$ cat src/mjpo_pkg.sv
package mjpo_pkg;

    localparam int MAX_SIZE  = 64;
    localparam int MAX_RANKS = MAX_SIZE / 2;
    localparam int RANK_W    = $clog2(MAX_RANKS);
    localparam int SIZE_W    = 7;
    localparam int STEP_W    = 6;
    localparam int VAL_W     = 8;
    localparam int DEST_W    = 7;
    localparam int IDX_W     = 6;
    localparam int CNT_W     = 7;
    localparam int QDEPTH    = 2;

    localparam logic [1:0] REG_MATRIX_SIZE = 2'd0;
    localparam logic [1:0] REG_COMM_ENABLE = 2'd1;

    // One queued tick, already classified by the front end.
    typedef struct packed {
        logic              init;
        logic              comm;
        logic [SIZE_W-1:0] size;
        logic [STEP_W-1:0] step;
    } cmd_t;

    typedef struct packed {
        logic [VAL_W-1:0] pf;
        logic [VAL_W-1:0] ps;
        logic [VAL_W-1:0] sf;
        logic [VAL_W-1:0] ss;
    } adv_t;

    // One step of the per-rank pair update, all values wrapping in eight bits.
    function automatic adv_t advance(logic [VAL_W-1:0] pf, logic [VAL_W-1:0] ps,
                                     logic [VAL_W-1:0] sf, logic [VAL_W-1:0] ss,
                                     logic [SIZE_W-1:0] n1, logic [SIZE_W-2:0] n2);
        adv_t             res;
        logic [VAL_W:0]   sum;
        logic [VAL_W-1:0] a;
        logic [VAL_W-1:0] b;
        res.pf = pf;
        res.ps = ps;
        res.sf = sf;
        res.ss = ss;
        sum    = {1'b0, sf} + {1'b0, ss};
        if (sum >= {{(VAL_W+1-SIZE_W){1'b0}}, n1}) begin
            a = sf + 8'd1;
            if (a == ss) begin
                a      = a - {{(VAL_W-SIZE_W+1){1'b0}}, n2};
                res.ss = a;
            end
            res.sf = a;
            res.pf = a;
        end else begin
            b      = ss + 8'd1;
            res.ss = b;
            res.ps = b;
        end
        return res;
    endfunction

endpackage

$ cat src/mjpo_front.sv
module mjpo_front (
    input  logic                          clk,
    input  logic                          rst_n,
    input  logic                          in_valid,
    input  logic                          in_full,
    input  logic                          restart,
    input  logic [mjpo_pkg::SIZE_W-1:0]   size,
    input  logic                          comm,
    output logic                          push,
    output mjpo_pkg::cmd_t                cmd
);
    import mjpo_pkg::*;

    logic              started_reg;
    logic              started_next;
    logic [STEP_W-1:0] step_reg;
    logic [STEP_W-1:0] step_next;
    logic [STEP_W-1:0] this_step;
    logic [SIZE_W-1:0] inc;

    // Tick classification: the first tick after reset or restart initializes.
    always_comb
    begin
        push         = in_valid && !in_full;
        this_step    = restart ? '0 : step_reg;
        inc          = {1'b0, this_step} + 7'd1;
        cmd.init     = restart || !started_reg;
        cmd.comm     = comm;
        cmd.size     = size;
        cmd.step     = this_step;
        started_next = started_reg;
        step_next    = step_reg;
        if (push)
        begin
            started_next = 1'b1;
            step_next    = (inc >= size) ? '0 : inc[STEP_W-1:0];
        end
    end

    always_ff @(posedge clk or negedge rst_n)
    begin
        if (!rst_n)
        begin
            started_reg <= 1'b0;
            step_reg    <= '0;
        end else begin
            started_reg <= started_next;
            step_reg    <= step_next;
        end
    end

endmodule

$ cat config.mk
export PLATFORM = sky130hd
export DESIGN_NAME = mjpo_front
export DESIGN_NICKNAME = d
export VERILOG_FILES = /design/src/mjpo_pkg.sv /design/src/mjpo_front.sv
export SDC_FILE = /design/constraint.sdc
export NUM_CORES = 1
export LEC_CHECK = 0
export ABC_AREA = 1
export BUFFER_PORTS_ARGS = -buffer_cell sky130_fd_sc_hd__clkbuf_2
export CAP_MARGIN = 30
export CELL_PAD_IN_SITES_DETAIL_PLACEMENT = 1
export CELL_PAD_IN_SITES_GLOBAL_PLACEMENT = 2
export CORE_MARGIN = 1
export CORE_UTILIZATION = 25
export CTS_CLUSTER_DIAMETER = 150
export DETAILED_ROUTE_END_ITERATION = 6
export PLACE_DENSITY = 0.92
export SKIP_LAST_GASP = 1
export SLEW_MARGIN = 25
export SYNTH_ARGS = -nofsm -noshare
export SYNTH_HDL_FRONTEND = slang
export SYNTH_SLANG_ARGS = --single-unit
$ cat constraint.sdc
create_clock -name clk -period 2.8 [get_ports clk]
set_clock_uncertainty 0.05 [all_clocks]
set_input_delay 0.56 -clock clk [delete_from_list [all_inputs] [get_ports clk]]
set_output_delay 0.56 -clock clk [all_outputs]
set_load 0.01 [all_outputs]
==> flow_summary.ini <==
[synth]
avgSynthCellArea_sq_um = 6.474
synth-simple-area-share = 0.3209
synth_compound_gate_area_share = 0.09397
yosysTopAreaCell = dfrtp_1
synth_top_flop_cell = dfrtp_1
yosysTopAreaCellShare = 0.2482
synthArstFlopShare = 1.000
ys_types = 20
synth-warning-count = 0
synth_area_sq_um = 705.7
synthMuxAreaShare = 0
synth_top_family_by_area = simple AND/OR/NAND/NOR gates
ys_seq_area_frac = 0.2482
synth_fp_nets = 129
synth_xor_area_frac = 0
synth_seq_cells = 7
synthAdderAreaFrac = 0.1241
yosys-top-cells-area = dfrtp_1 25%, nand2_1 14%, ha_1 12%
synth_edf_count = 0
synthCells = 109

[timing]
setup_viol = 0
drv_slew = 0
tns_ns = 0
tightest_slew_ns = 0.4005
hold_violations = 0
max_freq_mhz = 454.1
rsz0062_at_grt = no
min_period_over_period = 0.7864
finalCriticalPeriod_ns = 2.202
slew_headroom = 0.7327

[power_and_ir_drop]
p_leak_nw = 0.5337
vdd_drop_max_mv = 0.3416
p_total_uw = 304.5
power_density_mw_per_mm2 = 362.7

[die]
start_util = 0.2749
dieWidth_um = 55.13
ioPinCount = 29
die_h_um = 55.13
core_sq_mm = 0.002567
die_area_sq_mm = 0.003039
rows = 18

[cts]
clock_sink_count = 7
cts_max_level = 1
cts_made_buffers = 3
cts-resized-gates = 0
insertion_delay_ns = 0.25
cts_setup_buffers = 0
cts_tree = yes
holdBufCountCts = 0
cts_buffer_depth = 2
clk_pin_slew_ns = 0.05
cts-root-buf = clkbuf_4

[cells_and_area]
final_nets = 152
area_growth_pct = 18.97
final_cell_mix = 26 x nand2_1, 26 x clkbuf_2, 23 x inv_1, 14 x nor2_1
n_antenna_cell = 0
drive_gt1_frac = 0.2595
largest_reg_flops = 6
fill_cells = 354
ff_latch_area_sq_um = 175.2
multi_input_area_sq_um = 380.4

[run]
maxCapViolCount = 0

[critical_path]
crit_required_ns = 2.91
r2r_cells = 10
r2r_start = step_reg[1]
endpoint_kind = register
worst-r2r-setup-slack_ns = 0.76
cp-start-kind = input port
cp_max_fo = 8
path_class = input port to register
r2r-end = step_reg[2]
arrival_ns = 2.32

[outcome]
status = finished clean

[grt]
grt_pass1_vias = 744
grt_util_all_layers = 0.1482
antenna_found_initial = 0
grt_first_pass_wirelength_um = 3049
globalRouteOverflowTotal = 0
grt_max_degree = 11

[routing]
drtIter0Drc = 7
finalWirelength_um = 1826
via_per_inst = 4.453
vias = 717
drtAntennaViolNets = 0
route.detailed.drc = 0
wire_per_inst_um = 11.34
dr.pass1.iters = 4

[placed_design]
gp_congestion = 0.8282
dp_hpwl_um = 1577
port_buffers = 26

[hold_path]
hp-class = input port to async pin
-- worst max-delay path by stage --
stage / from / end / slack (ns) / cells past startpoint
2_1_floorplan: restart / step_reg[4] / 0.85 / 11
3_3_place_gp: restart / step_reg[2] / 0.38 / 12
3_5_place_dp: restart / step_reg[2] / 0.30 / 12
4_1_cts: restart / step_reg[2] / 0.56 / 12
5_1_grt: restart / step_reg[4] / 0.35 / 12
6_report: restart / step_reg[2] / 0.60 / 12
-- power breakdown --
| part | total [mW] | internal (mW) | leakage, nW | switching, mW |
|---|---|---|---|---|
| Combinational | 0.0931 | 0.0360 | 0.430 | 0.0571 |
| Clock | 0.0903 | 0.0543 | 0.0150 | 0.0360 |
| Sequential | 0.121 | 0.110 | 0.0888 | 0.0109 |
-- critical path, stage by stage --
cell and delay [ns]:
clkbuf_2 0.14, inv_2 0.14, nand4_1 0.19, o21bai_1 0.23
inv_1 0.06, nor2_1 0.09, ha_1 0.23, nand2_1 0.09
a21oi_1 0.05, nor2_1 0.08, nand3_1 0.22, o21ai_0 0.23
-- cells in the mapped netlist, types with 2 or more instances --
master     n
nor2_1    14
inv_1     23
o21bai_1   2
dfrtp_1    7
ha_1       7
o21ai_0    4
nand2_1   26
nand3b_1   3
a21oi_1    2
buf_4      8
nand3_1    4
-- final cells by class --
cell class	instances	share of cell area
repair buffers	26	0.1550
multi-input cells	70	0.4531
flip-flops and latches	7	0.2086
well taps	30	0.04471
clock buffers	4	0.03130
inverters	24	0.1073
-- cell families after synthesis --
| family | count (synthesis) |
|---|---|
| flip-flops | 7 |
| adder cells (fa/ha/maj) | 7 |
| AND/OR/NAND/NOR | 52 |
| AO/OA/AOI/OAI | 11 |
| buffers and inverters | 32 |
-- through the flow --
step | instances | utilization | hold slack (ns) | setup slack (ns) | area (sq um)
6_report | 161 | 0.3270 | 0.08905 | 0.5980 | 839.6
3_5_place_dp | 157 | 0.3168 | 0.3569 | 0.2986 | 813.3
5_1_grt | 161 | 0.3270 | 0.07296 | 0.3505 | 839.6
2_1_floorplan | 109 | - | 0.2144 | 0.8450 | 705.7
3_3_place_gp | 157 | 0.3168 | 0.3534 | 0.3818 | 813.3
4_1_cts | 161 | 0.3270 | 0.08742 | 0.5585 | 839.6
-- metal layers --
| metal | vias to the layer above | share of wire | track usage |
|---|---|---|---|
| met3 | 0 | 0.049 | 0.04918 |
| met4 | 0 | 0 | 0.02917 |
| met2 | 20 | 0.49 | 0.2811 |
| li1 | 373 | - | - |
| met5 | - | 0 | 0 |
| met1 | 324 | 0.46 | 0.1576 |
Note: power is estimated with default switching activity, not from simulation.
