<file path="config.mk">
export PLATFORM = sky130hd
export DESIGN_NAME = mjpo_queue
export DESIGN_NICKNAME = d
export VERILOG_FILES = /design/src/mjpo_pkg.sv /design/src/mjpo_queue.sv
export SDC_FILE = /design/constraint.sdc
export NUM_CORES = 1
export LEC_CHECK = 0
export ABC_CLOCK_PERIOD_IN_PS = 1400
export BUFFER_PORTS_ARGS = -buffer_cell sky130_fd_sc_hd__clkbuf_2
export CORE_ASPECT_RATIO = 1.4
export CORE_UTILIZATION = 40
export CTS_CLUSTER_DIAMETER = 60
export CTS_CLUSTER_SIZE = 24
export DETAILED_ROUTE_END_ITERATION = 6
export PLACE_DENSITY_LB_ADDON = 0.15
export SYNTH_ARGS = -nofsm -noshare
export SYNTH_HDL_FRONTEND = slang
export SYNTH_SLANG_ARGS = --single-unit
export TNS_END_PERCENT = 10
</file>
<file path="constraint.sdc">
create_clock -name clk -period 1.4 [get_ports clk]
set_input_delay 0.07 -clock clk [delete_from_list [all_inputs] [get_ports clk]]
set_output_delay 0.07 -clock clk [all_outputs]
set_load 0.005 [all_outputs]
</file>
<file path="src/mjpo_pkg.sv">
package mjpo_pkg;

    localparam int MAX_SIZE  = 64;
    localparam int MAX_RANKS = MAX_SIZE / 2;
    localparam int RANK_W    = $clog2(MAX_RANKS);
    localparam int SIZE_W    = 7;
    localparam int STEP_W    = 6;
    localparam int VAL_W     = 8;
    localparam int DEST_W    = 7;
    localparam int IDX_W     = 6;
    localparam int CNT_W     = 7;
    localparam int QDEPTH    = 2;

    localparam logic [1:0] REG_MATRIX_SIZE = 2'd0;
    localparam logic [1:0] REG_COMM_ENABLE = 2'd1;

    // One queued tick, already classified by the front end.
    typedef struct packed {
        logic              init;
        logic              comm;
        logic [SIZE_W-1:0] size;
        logic [STEP_W-1:0] step;
    } cmd_t;

    typedef struct packed {
        logic [VAL_W-1:0] pf;
        logic [VAL_W-1:0] ps;
        logic [VAL_W-1:0] sf;
        logic [VAL_W-1:0] ss;
    } adv_t;

    // One step of the per-rank pair update, all values wrapping in eight bits.
    function automatic adv_t advance(logic [VAL_W-1:0] pf, logic [VAL_W-1:0] ps,
                                     logic [VAL_W-1:0] sf, logic [VAL_W-1:0] ss,
                                     logic [SIZE_W-1:0] n1, logic [SIZE_W-2:0] n2);
        adv_t             res;
        logic [VAL_W:0]   sum;
        logic [VAL_W-1:0] a;
        logic [VAL_W-1:0] b;
        res.pf = pf;
        res.ps = ps;
        res.sf = sf;
        res.ss = ss;
        sum    = {1'b0, sf} + {1'b0, ss};
        if (sum >= {{(VAL_W+1-SIZE_W){1'b0}}, n1}) begin
            a = sf + 8'd1;
            if (a == ss) begin
                a      = a - {{(VAL_W-SIZE_W+1){1'b0}}, n2};
                res.ss = a;
            end
            res.sf = a;
            res.pf = a;
        end else begin
            b      = ss + 8'd1;
            res.ss = b;
            res.ps = b;
        end
        return res;
    endfunction

endpackage

</file>
<file path="src/mjpo_queue.sv">
module mjpo_queue (
    input  logic           clk,
    input  logic           rst_n,
    input  logic           push,
    input  mjpo_pkg::cmd_t push_cmd,
    input  logic           pop,
    output logic           full,
    output logic           not_empty,
    output mjpo_pkg::cmd_t head
);
    import mjpo_pkg::*;

    cmd_t       mem_reg [QDEPTH];
    logic       wp_reg;
    logic       rp_reg;
    logic [1:0] cnt_reg;
    logic [1:0] cnt_next;

    assign full      = (cnt_reg == 2'(QDEPTH));
    assign not_empty = (cnt_reg != 2'd0);
    assign head      = mem_reg[rp_reg];

    always_comb
    begin
        cnt_next = cnt_reg + {1'b0, push} - {1'b0, pop};
    end

    always_ff @(posedge clk)
    begin
        if (push)
        begin
            mem_reg[wp_reg] <= push_cmd;
        end
    end

    always_ff @(posedge clk or negedge rst_n)
    begin
        if (!rst_n)
        begin
            wp_reg  <= 1'b0;
            rp_reg  <= 1'b0;
            cnt_reg <= '0;
        end else begin
            if (push)
            begin
                wp_reg <= ~wp_reg;
            end
            if (pop)
            begin
                rp_reg <= ~rp_reg;
            end
            cnt_reg <= cnt_next;
        end
    end

    a_no_overflow: assert property (@(posedge clk) disable iff (!rst_n)
        full |-> !push) else $error("queue overflow");
    a_no_underflow: assert property (@(posedge clk) disable iff (!rst_n)
        !not_empty |-> !pop) else $error("queue underflow");
    a_count_moves: assert property (@(posedge clk) disable iff (!rst_n)
        (push && !pop) |=> cnt_reg == $past(cnt_reg) + 2'd1)
        else $error("queue count mismatch");

endmodule

</file>
==> results of run 1 <==
per-stage QoR:
| stage | instance area, um2 | hold WS [ns] | power [mW] |
|---|---|---|---|
| floorplan | 1340 | -0.226 | 2.16 |
| global placement | 1570 | -0.117 | 2.47 |
| detailed placement | 1570 | -0.113 | 2.49 |
| CTS | 1830 | 0.0226 | 3.20 |
| global route | 1850 | 0.0336 | 3.39 |
| finish | 1850 | 0.0345 | 3.19 |
routing by layer:
metal | up-vias | part of all wire (%) | track usage (%)
met2 | 24 | 55 | 22.1
met5 | - | 0 | 0
met4 | 0 | 1.9 | 7.41
met1 | 349 | 37 | 10.9
li1 | 361 | - | -
met3 | 4 | 5.7 | 4.79
how the worst max path moves through the flow:
| stage | from | end | depth (start not counted) |
|---|---|---|---|
| global route | rp_reg | head[0] | 3 |
| global placement | cnt_reg[0] | cnt_reg[1] | 5 |
| finish | rp_reg | head[0] | 3 |
| floorplan | wp_reg | mem_reg[0][0] | 1 |
| CTS | rp_reg | head[14] | 3 |
| detailed placement | cnt_reg[0] | cnt_reg[1] | 5 |
power breakdown:
group | total (mW) | leakage [nW] | internal, mW | switching [mW]
logic | 1.09 | 0.418 | 0.675 | 0.414
registers | 1.45 | 0.328 | 1.36 | 0.0845
clock network | 0.657 | 0.0416 | 0.339 | 0.318
total | 3.19 | 0.787 | 2.38 | 0.816
cell usage in the layout, fill, tap and decap left out, types with 2 or more instances in the layout:
master	count
clkbuf_2	35
edfxtp_1	30
dlygate4sd3_1	17
mux2_4	11
clkbuf_8	5
buf_4	5
mux2_2	4
dfrtp_1	4
inv_1	2
xor2_1	2
ha_1	2
area by class of cell:
cell class / count / area, um2 / share of cell area (%)
multi-input combinational: 24 / 304 / 16.4
inverter: 2 / 7.51 / 0.406
timing repair buffer: 58 / 403 / 21.8
clock inverter: 3 / 16.3 / 0.880
clock buffer: 5 / 68.8 / 3.72
tap: 39 / 48.8 / 2.64
sequential: 34 / 1000 / 54.1
logic make-up after synthesis:
family                   after synthesis  share of synthesized area (%)
XOR/XNOR                               3                           3.10
buffers and inverters                  4                           2.91
adder cells (fa/ha/maj)                2                           1.88
multiplexers                          15                           15.2
AND/OR/NAND/NOR                        4                           1.88
flip-flops                            34                           75.0
repair_timing:
item / in CTS / in global routing
setup endpoints to repair: 2 / 2
hold endpoints to repair: 35 / 0
cloned: 0 / 0
resized for setup: 1 / 4
hold buffers: 17 / 0
==> flow_summary_export.csv, run 1 <==
group,metric,value,unit
worst_hold_path,holdCritStartpoint,"push",
power_and_ir_drop,ir_drop,1.18,mV
global_route,grt_antenna_before_repair,0,
final_layout,largest_reg_flops,30,
global_route,grt_overflow,0,
clocking,cts_tree,"yes",
placement,placed_cells,140,
synth,synth_cell_type_count,13,
final_layout,final_core_util,58.7,%
flow_run,cap_violations,0,
drt,via_per_inst,4.47,
sta,fin_skew,0.00230,ns
synth,synth_edf_count,30,
power_and_ir_drop,power_density,1730,nW/um2
final_layout,drive_gt1_share,51.6,%
run_status,status,"complete, no violations",
critical_path,cp_data_arrival_time,1.27,ns
critical_path,critical_path_peak_fanout,5,
critical_path,regToRegSetupSlack,0.22,ns
sta,slew_headroom,89.9,%
synth,synth_commonest_cells,"edfxtp_1, mux2_4, mux2_2, dfrtp_1",
global_route,grt_pass1_vias,740,
critical_path,ff2ff_path_depth,5,
sta,period_share,95.4,%
drt,drt-total-wl,1880,um
sta,rsz0062_at_grt,"true",
critical_path,crit_buf_inv,2,
worst_hold_path,hold_depth,2,
synth,synth_most_common_cell,"edfxtp_1",
synth,avgSynthCellArea,21.5,um2
clocking,root_buffer,"clkbuf_8",
worst_hold_path,worstHoldPathType,"in -> reg",
worst_hold_path,min_to,"wp_reg",
critical_path,r2r-end,"cnt_reg[1]",
synth,synth_top_area_share,67.5,%
final_layout,layout.nets,146,
clocking,clk_latency,0.28,ns
placement,io_buffers,35,
sta,drv_slew,0,
floorplan,die-area,3570,um2
critical_path,worstReg2RegStart,"cnt_reg[0]",
clocking,htreeDepth,2,
floorplan,pin_count,36,
placement,pre_cts_slack,0.212,ns
placement,hpwlAfterDp,1330,um
final_layout,area_growth,38.6,%
sta,finalCriticalPeriod,1.34,ns
synth,syn_inst,62,
synth,seq_area_frac_synth,75.0,%
synth,ys_top_cells_by_area,"edfxtp_1, mux2_4, dfrtp_1, mux2_2, ha_1",
drt,firstDrtPassIters,2,
final_layout,nFillCells,263,
sta,worst_pin_slew,0.152,ns
floorplan,die_w,50.8,um
clocking,cts.reportedPaths.clkPinSlew,0.06,ns
power_and_ir_drop,leakagePower,0.787,nW
critical_path,slowest_delay,0.39,ns
critical_path,startpoint_type,"register",
drt,wl_per_cell,11.4,um
synth,synth-seq-cells,34,
critical_path,cp_top_family,"flip-flops",
synth,synthFlopType,"edfxtp_1",
placement,gp_congestion,0.595,
final_layout,antenna_cells,0,
global_route,grt_usage,12.2,%
critical_path,path_cells,"buf_4 -> mux2_2 -> clkbuf_2",
synth,syn_area,1330,um2
critical_path,cp_data_required_time,1.33,ns
sta,fmax,0.749,GHz
drt,vias,738,
global_route,grt_max_degree,12,
clocking,cts_buffers,5,
critical_path,critPathCaptureType,"output port",
drt,drtIter0Drc,3,
drt,ant_nets,0,
sta,setup_viol_count_final,0,
floorplan,core_area,3150,um2
drt,drc,0,
sta,tns,0,ns
global_route,grt_pass1_wl,3020,um
final_layout,layoutNonFillerInstCount,165,
floorplan,die_h,70.3,um
synth,synth_area_leader_cell,"edfxtp_1",
clocking,clock-sinks,34,
clocking,cts_max_path_buffers,2,
synth,synth_nets,83,
critical_path,worstSetupPathType,"reg -> out",
sta,finalHoldViolCount,0,
sta,setup_ws,0.0645,ns
floorplan,rows,24,
clocking,cts_setup_buffers,0,
synth,async_flop_share,11.8,%
floorplan,start_util,42.3,%
critical_path,crit_slowest_cell,"dfrtp_1",
synth,yosys_warnings,0,
(Power assumes the default switching activity.)
==> run 2: changes to the inputs <==
--- a/config.mk
+++ b/config.mk
@@ -5,10 +5,11 @@
 export SDC_FILE = /design/constraint.sdc
 export NUM_CORES = 1
 export LEC_CHECK = 0
-export ABC_CLOCK_PERIOD_IN_PS = 1400
+export ABC_CLOCK_PERIOD_IN_PS = 1140
 export BUFFER_PORTS_ARGS = -buffer_cell sky130_fd_sc_hd__clkbuf_2
 export CORE_ASPECT_RATIO = 1.4
 export CORE_UTILIZATION = 40
+export CTS_BUF_LIST = sky130_fd_sc_hd__clkbuf_8
 export CTS_CLUSTER_DIAMETER = 60
 export CTS_CLUSTER_SIZE = 24
 export DETAILED_ROUTE_END_ITERATION = 6
==> constraint.sdc (replaced) <==
create_clock -name clk -period 1.14 [get_ports clk]
set_input_delay 0.057 -clock clk [delete_from_list [all_inputs] [get_ports clk]]
set_output_delay 0.057 -clock clk [all_outputs]
set_load 0.005 [all_outputs]
==> run 2 against run 1 <==
Compared with the run above: combinational power is 29% higher; non-clock buffer count stayed put; setup slack worse by 0.27 ns; sequential power is 23% higher; sequential share of layout area is 1.5 points lower; core utilization is 1.7 points higher; first-iteration DRC count is 33% lower; the run now ends with negative setup slack left; global-route usage is 1.2 points higher; critical endpoint unchanged.
==> flow_summary_export.csv, run 2 (synthesized netlist as in run 1, its figures left out) <==
group,metric,value,unit
run_status,status,"finished, violations left",
run_status,violations,"negative setup slack",
power_and_ir_drop,leakagePower,0.806,nW
critical_path,regToRegSetupSlack,-0.03,ns
final_layout,antenna_cells,0,
drt,via_per_inst,4.52,
critical_path,worstReg2RegStart,"cnt_reg[0]",
global_route,grt_max_degree,16,
sta,period_share,118,%
power_and_ir_drop,p_total,4.25,mW
drt,drtIter0Drc,2,
floorplan,rows,24,
sta,rsz0062_at_grt,"true",
critical_path,cp_data_arrival_time,1.29,ns
critical_path,critical_path_peak_fanout,9,
floorplan,core_area,3150,um2
final_layout,final_common_cell,"clkbuf_2",
power_and_ir_drop,ir_drop,1.48,mV
clocking,cts_max_path_buffers,2,
sta,setup_viol_count_final,17,
worst_hold_path,worstHoldPathType,"in -> async",
clocking,cts_tree,"yes",
critical_path,crit_buf_inv,2,
critical_path,critPathCaptureType,"output port",
final_layout,largest_reg_flops,30,
placement,hpwlAfterDp,1340,um
drt,firstDrtPassIters,2,
floorplan,die_w,50.8,um
critical_path,slowest_delay,0.41,ns
clocking,cts_buffers,5,
drt,drt-total-wl,2010,um
flow_run,cap_violations,0,
floorplan,die-area,3570,um2
sta,fin_skew,0.00273,ns
final_layout,area_growth,42.6,%
critical_path,path_cells,"buf_12 -> mux2_2 -> clkbuf_2",
critical_path,r2r-end,"cnt_reg[1]",
global_route,grt_usage,13.4,%
sta,slew_headroom,88.8,%
global_route,grt_antenna_before_repair,0,
sta,finalCriticalPeriod,1.34,ns
sta,fmax,0.744,GHz
critical_path,ff2ff_path_depth,5,
critical_path,startpoint_type,"register",
sta,finalHoldViolCount,0,
floorplan,pin_count,36,
power_and_ir_drop,power_density,2240,nW/um2
critical_path,cp_top_family,"flip-flops",
critical_path,worstSetupPathType,"reg -> out",
final_layout,layout.nets,146,
placement,io_buffers,35,
critical_path,cp_data_required_time,1.08,ns
clocking,root_buffer,"clkbuf_8",
drt,drc,0,
clocking,htreeDepth,2,
final_layout,layout_common_cells,"clkbuf_2, edfxtp_1, dlygate4sd3_1",
placement,gp_congestion,0.628,
global_route,grt_pass1_vias,768,
clocking,cts.reportedPaths.clkPinSlew,0.07,ns
sta,drv_slew,0,
floorplan,start_util,42.3,%
global_route,grt_pass1_wl,3260,um
placement,placed_area,1610,um2
global_route,grt_overflow,0,
drt,wl_per_cell,12.2,um
clocking,clk_latency,0.28,ns
sta,worst_pin_slew,0.168,ns
placement,pre_cts_slack,-0.0394,ns
critical_path,crit_slowest_cell,"dfrtp_1",
floorplan,die_h,70.3,um
drt,ant_nets,0,
drt,vias,746,
sta,setup_ws,-0.204,ns
final_layout,drive_gt1_share,51.6,%
final_layout,final_area,1900,um2
clocking,cts_setup_buffers,0,
clocking,clock-sinks,34,
-- run 2: changes by cell type in the layout (fill, tap and decap cells not counted), sizes merged --
cell and delta:
buf -1, clkinvlp -1, dlygate4sd3 +1, bufinv +1
-- run 2: metrics by stage --
stage	setup TNS, ns	util, %	cells	hold slack [ns]
floorplan	-1.11	-	62	-0.239
global placement	0	51.0	139	-0.130
detailed placement	-0.0394	51.0	139	-0.126
CTS	-3.33	60.3	165	0.108
global route	-4.03	60.3	165	0.124
finish	-3.00	60.3	165	0.112
-- run 2: metal layers --
metal | up-vias | share of wire (%) | GRT usage, % | routed length [um]
met1 | 356 | 38 | 11.8 | 771
met3 | 5 | 5.6 | 6.75 | 113
met5 | - | 0 | 0 | 0
met2 | 24 | 53 | 23.3 | 1070
met4 | 0 | 2.7 | 8.33 | 54
li1 | 361 | - | - | -
-- run 2: cell type report --
| class | count | area, um2 |
|---|---|---|
| clock inverters | 3 | 40.0 |
| inverters | 2 | 7.51 |
| clock buffers | 5 | 68.8 |
| repair buffers | 58 | 434 |
| multi-input cells | 24 | 302 |
| well taps | 39 | 48.8 |
| flip-flops and latches | 34 | 1000 |
| fillers | 276 | 1250 |
-- run 2: worst register-to-register path: stages, from the launching register on --
cell and delay, ns:
dfrtp_1 0.34, inv_1 0.05, ha_1 0.26, inv_1 0.06, ha_1 0.14, xor3_1 0.21
-- run 2: power by group --
group          internal, mW  switching (mW)
logic                 0.878           0.533
registers              1.67           0.112
clock network         0.642           0.411
total                  3.19            1.06
-- run 2: worst max-delay path by stage --
stage	startpoint	end	slack (ns)	depth (start not counted)
after global routing	rp_reg	head[0]	-0.27	3
after detailed placement	cnt_reg[0]	cnt_reg[1]	-0.04	5
after floorplan	wp_reg	mem_reg[1][0]	-0.07	1
final	rp_reg	head[0]	-0.20	3
after global placement	cnt_reg[0]	cnt_reg[1]	0.008	5
after CTS	rp_reg	head[4]	-0.22	3
-- run 2: timing repair --
action,in CTS,in global routing
endpoints found under the hold margin,36,0
endpoints found under the setup margin,17,17
hold buffers,18,0
gates resized for setup,1,0
